==> src/rtl/core/gwws_pkg.sv <==
// Package for the greedy word wrap stream unit: codes, constants, FSM state and
// the command/status structs between controller and datapath. No dependencies.
`default_nettype none

package gwws_pkg;

    localparam int          CHAR_W    = 8;
    localparam int          LW_W      = 6;
    localparam int          LW_MAX    = 62;
    localparam logic [5:0]  LW_RESET  = 6'd62;

    localparam logic [7:0]  CH_SPACE  = 8'h20;
    localparam logic [7:0]  CH_TAB    = 8'h09;
    localparam logic [7:0]  CH_NL     = 8'h0A;

    // separator emitted ahead of a word
    typedef enum logic [1:0] {
        SEP_NONE,
        SEP_SPACE,
        SEP_NL
    } t_sep;

    typedef enum logic [2:0] {
        S_IDLE,
        S_PRE,
        S_RD,
        S_WORD,
        S_POST,
        S_FIN
    } t_state;

    typedef struct packed {
        logic take;       // input transaction accepted, plan the item
        logic emit_pre;   // load separator into output register
        logic rd;         // read word store at current index
        logic emit_word;  // load read data into output register
        logic emit_post;  // load trailing newline into output register
        logic fin;        // item done, apply deferred store write
    } t_cmd;

    typedef struct packed {
        logic pre_none;
        logic len_zero;
        logic post;
        logic idx_last;
        logic out_free;
    } t_sts;

endpackage

`default_nettype wire

==> src/rtl/core/greedy_word_wrap_stream_unit.sv <==
// One item at a time: the input is not ready again until the item is done; each
// word byte emitted is a store read, then an output load, and output stalls hold it.
// The first output byte is a leading separator loaded in S_PRE, a lone newline
// loaded in S_POST, or a word byte read in S_RD and loaded in S_WORD; stalls delay it.
// Reset (i_rst_n low, synchronous): line state cleared, width back to 62,
// output register empty. The word store is not cleared.
`default_nettype none

module greedy_word_wrap_stream_unit import gwws_pkg::*; #(
    parameter int WORD_DEPTH = 64
) (
    input  wire logic              i_clk,
    input  wire logic              i_rst_n,
    input  wire logic              i_cfg_we,
    input  wire logic [LW_W-1:0]   i_cfg_wdata,   // line_width
    input  wire logic              s_tvalid,
    output logic                   s_tready,
    input  wire logic [CHAR_W-1:0] s_tdata,       // [7:0] char_in
    input  wire logic              s_tuser,       // [0] end_of_text
    output logic                   m_tvalid,
    input  wire logic              m_tready,
    output logic [CHAR_W-1:0]      m_tdata,       // [7:0] char_out
    output logic                   m_tlast
);

    t_cmd cmd;
    t_sts sts;

    gwws_ctrl u_ctrl (
        .i_clk      (i_clk),
        .i_rst_n    (i_rst_n),
        .i_in_valid (s_tvalid),
        .o_in_ready (s_tready),
        .i_sts      (sts),
        .o_cmd      (cmd)
    );

    gwws_dp #(
        .WORD_DEPTH (WORD_DEPTH)
    ) u_dp (
        .i_clk       (i_clk),
        .i_rst_n     (i_rst_n),
        .i_cfg_we    (i_cfg_we),
        .i_cfg_wdata (i_cfg_wdata),
        .i_char      (s_tdata),
        .i_eot       (s_tuser),
        .i_cmd       (cmd),
        .o_sts       (sts),
        .o_out_valid (m_tvalid),
        .i_out_ready (m_tready),
        .o_out_data  (m_tdata),
        .o_out_last  (m_tlast)
    );

endmodule

`default_nettype wire

==> src/rtl/core/gwws_ctrl.sv <==
// Controller FSM of the word wrap stream unit: sequences separator, word
// bytes and trailing newline of one item. Depends on gwws_pkg.
`default_nettype none

module gwws_ctrl import gwws_pkg::*; (
    input  wire logic i_clk,
    input  wire logic i_rst_n,
    input  wire logic i_in_valid,
    output logic      o_in_ready,
    input  wire t_sts i_sts,
    output t_cmd      o_cmd
);

    t_state r_state;
    t_state n_state;

    always_ff @(posedge i_clk) begin
        if (!i_rst_n) begin
            r_state <= S_IDLE;
        end else begin
            r_state <= n_state;
        end
    end

    always_comb begin
        n_state    = r_state;
        o_cmd      = '0;
        o_in_ready = 1'b0;
        unique case (r_state)
            S_IDLE: begin
                o_in_ready = 1'b1;
                if (i_in_valid) begin
                    o_cmd.take = 1'b1;
                    n_state    = S_PRE;
                end
            end
            S_PRE: begin
                if (i_sts.pre_none) begin
                    n_state = i_sts.len_zero ? S_POST : S_RD;
                end else if (i_sts.out_free) begin
                    o_cmd.emit_pre = 1'b1;
                    n_state        = i_sts.len_zero ? S_POST : S_RD;
                end
            end
            S_RD: begin
                o_cmd.rd = 1'b1;
                n_state  = S_WORD;
            end
            S_WORD: begin
                if (i_sts.out_free) begin
                    o_cmd.emit_word = 1'b1;
                    n_state         = i_sts.idx_last ? S_POST : S_RD;
                end
            end
            S_POST: begin
                if (!i_sts.post) begin
                    n_state = S_FIN;
                end else if (i_sts.out_free) begin
                    o_cmd.emit_post = 1'b1;
                    n_state         = S_FIN;
                end
            end
            S_FIN: begin
                o_cmd.fin = 1'b1;
                n_state   = S_IDLE;
            end
            default: begin
                n_state = S_IDLE;
            end
        endcase
    end

endmodule

`default_nettype wire

==> src/rtl/core/gwws_dp.sv <==
// Datapath of the word wrap stream unit: word store, line state, width
// register, per-item plan and the output register. Depends on gwws_pkg.
`default_nettype none

module gwws_dp import gwws_pkg::*; #(
    parameter int WORD_DEPTH = 64
) (
    input  wire logic              i_clk,
    input  wire logic              i_rst_n,
    input  wire logic              i_cfg_we,
    input  wire logic [LW_W-1:0]   i_cfg_wdata,
    input  wire logic [CHAR_W-1:0] i_char,
    input  wire logic              i_eot,
    input  wire t_cmd              i_cmd,
    output t_sts                   o_sts,
    output logic                   o_out_valid,
    input  wire logic              i_out_ready,
    output logic [CHAR_W-1:0]      o_out_data,
    output logic                   o_out_last
);

    localparam int AW  = $clog2(WORD_DEPTH);
    localparam int CAP = (WORD_DEPTH - 1 < LW_MAX) ? WORD_DEPTH - 1 : LW_MAX;

    logic [CHAR_W-1:0] r_mem [WORD_DEPTH];
    logic [CHAR_W-1:0] r_rdata;

    logic [AW-1:0]     r_wc,      n_wc;
    logic [LW_W-1:0]   r_col,     n_col;
    logic              r_chunk,   n_chunk;
    logic              r_started, n_started;
    logic [LW_W-1:0]   r_lw;
    logic [CHAR_W-1:0] r_char;
    logic              r_fix,     n_fix;
    t_sep              r_pre,     n_pre;
    logic [AW-1:0]     r_len,     n_len;
    logic              r_post,    n_post;
    logic [AW-1:0]     r_idx;
    logic              r_ov;
    logic [CHAR_W-1:0] r_od;
    logic              r_ol;

    logic [LW_W-1:0]   w;
    logic [7:0]        wc8, w8, col8, fit_sum;
    logic              fits;
    t_sep              f_pre;
    logic [LW_W-1:0]   f_col;
    logic              mem_we;
    logic [AW-1:0]     mem_addr;
    logic [CHAR_W-1:0] mem_data;
    logic              idx_last;
    logic              out_free;

    // effective width: zero reads as one, saturates at the smaller of WORD_DEPTH-1 and LW_MAX
    always_comb begin
        if (r_lw == '0) begin
            w = LW_W'(1);
        end else if (int'(r_lw) > CAP) begin
            w = LW_W'(CAP);
        end else begin
            w = r_lw;
        end
    end

    assign wc8     = 8'(r_wc);
    assign w8      = 8'(w);
    assign col8    = 8'(r_col);
    assign fit_sum = col8 + 8'd1 + wc8;
    assign fits    = (fit_sum <= w8);

    // placement of the pending word when it is flushed
    always_comb begin
        f_pre = SEP_NONE;
        f_col = r_col;
        if (r_wc != '0) begin
            if (r_chunk || r_col == '0) begin
                f_col = LW_W'(r_wc);
            end else if (fits) begin
                f_pre = SEP_SPACE;
                f_col = LW_W'(fit_sum);
            end else begin
                f_pre = SEP_NL;
                f_col = LW_W'(r_wc);
            end
        end
    end

    always_comb begin
        n_wc      = r_wc;
        n_col     = r_col;
        n_chunk   = r_chunk;
        n_started = r_started;
        n_pre     = r_pre;
        n_len     = r_len;
        n_post    = r_post;
        n_fix     = r_fix;
        mem_we    = 1'b0;
        mem_addr  = r_wc;
        mem_data  = i_char;
        if (i_cmd.take) begin
            n_pre  = SEP_NONE;
            n_len  = '0;
            n_post = 1'b0;
            n_fix  = 1'b0;
            if (i_eot) begin
                if (r_started) begin
                    n_pre  = f_pre;
                    n_len  = r_wc;
                    n_post = 1'b1;
                end
                n_wc      = '0;
                n_chunk   = 1'b0;
                n_col     = '0;
                n_started = 1'b0;
            end else begin
                case (i_char) inside
                    CH_NL: begin
                        n_pre     = f_pre;
                        n_len     = r_wc;
                        n_post    = 1'b1;
                        n_wc      = '0;
                        n_chunk   = 1'b0;
                        n_col     = '0;
                        n_started = 1'b0;
                    end
                    CH_SPACE, CH_TAB: begin
                        n_started = 1'b1;
                        n_pre     = f_pre;
                        n_len     = r_wc;
                        n_col     = f_col;
                        n_wc      = '0;
                        if (r_wc != '0) begin
                            n_chunk = 1'b0;
                        end
                    end
                    default: begin
                        n_started = 1'b1;
                        if (wc8 < w8) begin
                            mem_we = 1'b1;
                            n_wc   = r_wc + AW'(1);
                        end else begin
                            // word reached the width: cut a full chunk, the
                            // new byte becomes the head of the remainder
                            n_pre   = (!r_chunk && r_col != '0) ? SEP_NL : SEP_NONE;
                            n_len   = AW'(w);
                            n_post  = 1'b1;
                            n_fix   = 1'b1;
                            n_chunk = 1'b1;
                            n_wc    = AW'(1);
                            n_col   = '0;
                        end
                    end
                endcase
            end
        end else if (i_cmd.fin && r_fix) begin
            mem_we   = 1'b1;
            mem_addr = '0;
            mem_data = r_char;
            n_fix    = 1'b0;
        end
    end

    always_ff @(posedge i_clk) begin
        if (!i_rst_n) begin
            r_wc      <= '0;
            r_col     <= '0;
            r_chunk   <= 1'b0;
            r_started <= 1'b0;
            r_lw      <= LW_RESET;
            r_fix     <= 1'b0;
            r_pre     <= SEP_NONE;
            r_len     <= '0;
            r_post    <= 1'b0;
        end else begin
            r_wc      <= n_wc;
            r_col     <= n_col;
            r_chunk   <= n_chunk;
            r_started <= n_started;
            r_fix     <= n_fix;
            r_pre     <= n_pre;
            r_len     <= n_len;
            r_post    <= n_post;
            // width is locked while a word is pending
            if (i_cfg_we && r_wc == '0) begin
                r_lw <= i_cfg_wdata;
            end
        end
    end

    always_ff @(posedge i_clk) begin
        if (i_cmd.take) begin
            r_char <= i_char;
        end
    end

    always_ff @(posedge i_clk) begin
        if (mem_we) begin
            r_mem[mem_addr] <= mem_data;
        end
        if (i_cmd.rd) begin
            r_rdata <= r_mem[r_idx];
        end
    end

    assign idx_last = (r_idx == r_len - AW'(1));
    assign out_free = !r_ov || i_out_ready;

    always_ff @(posedge i_clk) begin
        if (!i_rst_n) begin
            r_idx <= '0;
        end else if (i_cmd.take) begin
            r_idx <= '0;
        end else if (i_cmd.emit_word && !idx_last) begin
            r_idx <= r_idx + AW'(1);
        end
    end

    always_ff @(posedge i_clk) begin
        if (!i_rst_n) begin
            r_ov <= 1'b0;
        end else if (i_cmd.emit_pre || i_cmd.emit_word || i_cmd.emit_post) begin
            r_ov <= 1'b1;
        end else if (i_out_ready) begin
            r_ov <= 1'b0;
        end
    end

    always_ff @(posedge i_clk) begin
        if (i_cmd.emit_pre) begin
            r_od <= (r_pre == SEP_SPACE) ? CH_SPACE : CH_NL;
            r_ol <= 1'b0;
        end else if (i_cmd.emit_word) begin
            r_od <= r_rdata;
            r_ol <= idx_last && !r_post;
        end else if (i_cmd.emit_post) begin
            r_od <= CH_NL;
            r_ol <= 1'b1;
        end
    end

    assign o_out_valid = r_ov;
    assign o_out_data  = r_od;
    assign o_out_last  = r_ol;

    assign o_sts.pre_none = (r_pre == SEP_NONE);
    assign o_sts.len_zero = (r_len == '0);
    assign o_sts.post     = r_post;
    assign o_sts.idx_last = idx_last;
    assign o_sts.out_free = out_free;

endmodule

`default_nettype wire

==> config.mk <==
export PLATFORM = sky130hd
export DESIGN_NAME = greedy_word_wrap_stream_unit
export DESIGN_NICKNAME = d
export VERILOG_FILES = /design/src/rtl/core/gwws_pkg.sv /design/src/rtl/core/greedy_word_wrap_stream_unit.sv /design/src/rtl/core/gwws_ctrl.sv /design/src/rtl/core/gwws_dp.sv
export SDC_FILE = /design/constraint.sdc
export NUM_CORES = 1
export LEC_CHECK = 0
export BUFFER_PORTS_ARGS = -buffer_cell sky130_fd_sc_hd__buf_2
export CORE_MARGIN = 2
export CORE_UTILIZATION = 50
export DETAILED_ROUTE_END_ITERATION = 10
export PLACE_DENSITY = 0.66
export SETUP_SLACK_MARGIN = 0.05
export SLEW_MARGIN = 30
export SYNTH_ARGS = -nofsm -noshare
export SYNTH_HDL_FRONTEND = slang
export SYNTH_HIERARCHICAL = 1
export SYNTH_SLANG_ARGS = --single-unit
export TNS_END_PERCENT = 30
==> constraint.sdc <==
create_clock -name i_clk -period 5.9 [get_ports i_clk]
set_input_delay 0.59 -clock i_clk [delete_from_list [all_inputs] [get_ports i_clk]]
set_output_delay 0.59 -clock i_clk [all_outputs]
set_load 0.01 [all_outputs]
==> results.cfg <==
[cells_and_area]
multi_input_area_um2 = 6270
final_net_count = 1420
drive_gt1_frac = 0.204
final_area_um2 = 26300
syn_to_final_growth_pct = 11.6
fillers = 3564
finish.utilization = 0.565
diodes = 0
layout_commonest_cell = edfxtp_1
seq_area_um2 = 16900
final_cell_mix = edfxtp_1 (536), mux4_2 (128), nor2_1 (93), nand2_1 (65), clkbuf_16 (59)

[global_routing]
grt_usage = 0.222
antenna_found_initial = 1
grt_max_degree = 80
gr-total-overflow = 0
grt_pass1_vias = 12600
grt_pass1_wl_um = 80900

[synth]
yosysWarningCount = 6
syn-num-nets = 1381
synthArstFlopShare = 0
synthXorXnorAreaFrac = 0.00596
synth_ff_type = edfxtp_1
synth_fa_ha_area_frac = 0.0141
ys_ff_latch = 577
yosys.area_share.simple = 0.0633
syn_area_per_cell_um2 = 17.6
synth_cell_types = 67
synth_edf_count = 536
synth_compound_area_frac = 0.0562
synth_area_um2 = 23500
synthMuxAreaShare = 0.124
yosysSeqAreaShare = 0.719
synth_top_family_by_area = multiplexers
synthCells = 1335

[sta]
relSlewSlack = 0.395
worst_slew_pin_slew_ns = 0.904
fin_crit_sh = 0.690
setup_viol = 0
hold_violations = 0
fmax_ghz = 0.246
setup_ws_ns = 1.83
fin_skew_ns = 0.0220
slew_viol_final = 0
grt_setup_unrepaired = false
period_minus_slack_ns = 4.07
setup_tns_ns = 0

[pwr]
ir_drop_mv = 0.319
swShare = 0.207
switchingPower_mw = 1.77
leakagePower_nw = 8.25
power.density_nw_per_um2 = 326
p_clk_frac = 0.427
internal_power_mw = 6.79
total_power_mw = 8.55
combPwrFrac = 0.041
power_frac_seq = 0.532

[drt]
vias_per_cell = 6.22
first_iter_violations = 1289
drcViolationCount = 0
via_count = 12600
totalWireLength_um = 53500
avgRoutedWirePerCell_um = 26.5
drt-pass1-iter-count = 5
drtAntennaViolNets = 0

[floorplan]
die_h_um = 221
core.rowCount = 79
die_area_um2 = 48800
ios = 31
start_util = 0.506
die_w_um = 221
core_area_um2 = 46500

[placement]
gp_congestion = 0.860
place_ws_ns = 1.90
dp_hpwl_um = 33800
io_buffer_count = 30
dpl_cell_area_um2 = 24400

[hold_path]
holdCritPathClass = in2reg
whs_endpoint = u_dp/r_char[4]
min_from = s_tdata[4]
whs_path_depth = 1

[cts]
clkSinkCount = 577
postCtsSetupRepairBufs = 0
clock_latency_ns = 0.62
cts-root-buf = clkbuf_16
cts_buffers = 57
htreeDepth = 2
cts_tree = done
max-clock-path-buffers = 3
ctsResizeCount = 0
clk_pin_slew_ns = 0.06
holdBufCountCts = 0

[critical_path]
r2r-start = u_dp/r_wc[5]
reg2reg_slack_ns = 1.83
r2r-end = u_dp/r_mem[39][3]
crit_slowest_cell = nor2_1
path_cells = ha_1, a21oi_1, o21ai_0, a21oi_1, and2_1, nand3_1, nor2_1
max_stage_delay_ns = 0.83
required_ns = 6.15
critPathBufInv = 0
critPathMaxFanout = 18
end_kind = register
arrival_ns = 4.32
critPathLaunchType = register
crit_top_cell = a21oi_1
rr_worst_depth = 7
cp_top_family = simple AND/OR/NAND/NOR gates
crit_type = reg2reg

[status]
outcome = finished, final reports clean

[flow_run]
maxCapViolCount = 0
## layout make-up
class,count,share of cell area
sequential,577,0.644
inverter,20,0.00286
timing repair buffer,54,0.0134
tap,607,0.0289
clock buffer,67,0.0574
multi-input combinational,664,0.239
clock inverter,35,0.0142
## cells in the mapped netlist (all sizes together), types with 3 or more instances
master / n / area [um^2]
ha: 25 / 313
a211oi: 3 / 22.5
a22o: 12 / 105
and3: 3 / 18.8
mux2i: 3 / 30.0
nor2: 95 / 359
buf: 32 / 171
or3: 6 / 37.5
nor4: 5 / 31.3
nor3b: 7 / 52.6
inv: 19 / 71.3
nand2: 71 / 267
a21oi: 27 / 135
mux4: 128 / 2880
or2: 5 / 33.8
nand3: 28 / 140
o41ai: 5 / 43.8
o221ai: 13 / 114
o21ai: 30 / 150
edfxtp: 536 / 16100
clkbuf: 42 / 158
and2: 9 / 56.3
a22oi: 22 / 165
nand2b: 8 / 50.1
nand3b: 6 / 45.0
a211o: 3 / 26.3
dfxtp: 41 / 821
o22ai: 7 / 43.8
xnor2: 9 / 78.8
xor2: 7 / 61.3
a21o: 5 / 37.5
and3b: 4 / 35.0
nand4: 12 / 75.1
o211ai: 16 / 130
a221oi: 12 / 105
o21a: 5 / 37.5
nor2b: 20 / 125
o31a: 4 / 35.0
nor3: 21 / 105
## sequential cells by signal, summed over array words and instances, names as in the netlist
name,cells
u_ctrl/r_state,3
u_dp/o_out_data,8
u_dp/o_out_last,1
u_dp/o_out_valid,1
u_dp/r_char,8
u_dp/r_chunk,1
u_dp/r_col,6
u_dp/r_fix,1
u_dp/r_idx,6
u_dp/r_len,6
u_dp/r_lw,6
u_dp/r_mem,512
u_dp/r_post,1
u_dp/r_pre,2
u_dp/r_rdata,8
u_dp/r_started,1
u_dp/r_wc,6
## worst reg2reg max path: stages (launching register included)
cell and delay (ns):
dfxtp_1 0.69, ha_1 0.37, a21oi_1 0.14, o21ai_0 0.09, a21oi_1 0.42, and2_1 0.51
nand3_1 0.65, nor2_1 0.83
## worst max-delay path by stage
stage                 startpoint  depth (start not counted)                 to  slack [ns]
6_report            u_dp/r_wc[5]                          7  u_dp/r_mem[39][3]        1.83
5_1_grt             u_dp/r_wc[5]                          7  u_dp/r_mem[39][6]        1.57
4_1_cts             u_dp/r_wc[5]                          7  u_dp/r_mem[55][4]        1.88
3_5_place_dp        u_dp/r_wc[5]                          7  u_dp/r_mem[55][2]        1.90
3_3_place_gp        u_dp/r_wc[5]                          7   u_dp/r_mem[0][1]        1.97
2_1_floorplan  u_ctrl/r_state[1]                          6   u_dp/r_mem[0][1]        1.07
## power groups by stage
stage / logic, mW / clock network, mW / registers [mW]
after floorplan: 0.228 / 0 / 4.62
after detailed placement: 0.347 / 0 / 4.64
final: 0.351 / 3.65 / 4.55
after global placement: 0.338 / 0 / 4.64
after global routing: 0.385 / 3.88 / 4.56
after CTS: 0.349 / 3.73 / 4.55
## stage by stage
stage                     hold slack [ns]  std cells
after floorplan                     0.439       1335
after global placement              0.492       1921
after detailed placement            0.494       1922
after CTS                           0.150       2024
after global routing                0.178       2024
final                               0.180       2024
## layer usage
metal | routed length, um | vias up | part of all wire | GRT usage
li1 | - | 5495 | - | -
met5 | 13 | - | 0.00024 | 0
met2 | 25800 | 505 | 0.48 | 0.348
met4 | 1440 | 2 | 0.027 | 0.0747
met3 | 4120 | 82 | 0.077 | 0.0461
met1 | 22200 | 6496 | 0.41 | 0.313
## cell families (layout without fill, tap and decap cells)
| logic type | Yosys count | after routing |
|---|---|---|
| DFF | 577 | 577 |
| buffers and inverters | 94 | 176 |
| xor gates and xnor gates | 16 | 16 |
| and+or+nand+nor | 306 | 306 |
| muxes | 132 | 132 |
| adders and majority gates | 26 | 26 |
| AOI/OAI and AO/OA | 184 | 184 |
No activity file was read; power rests on OpenSTA's default activity.
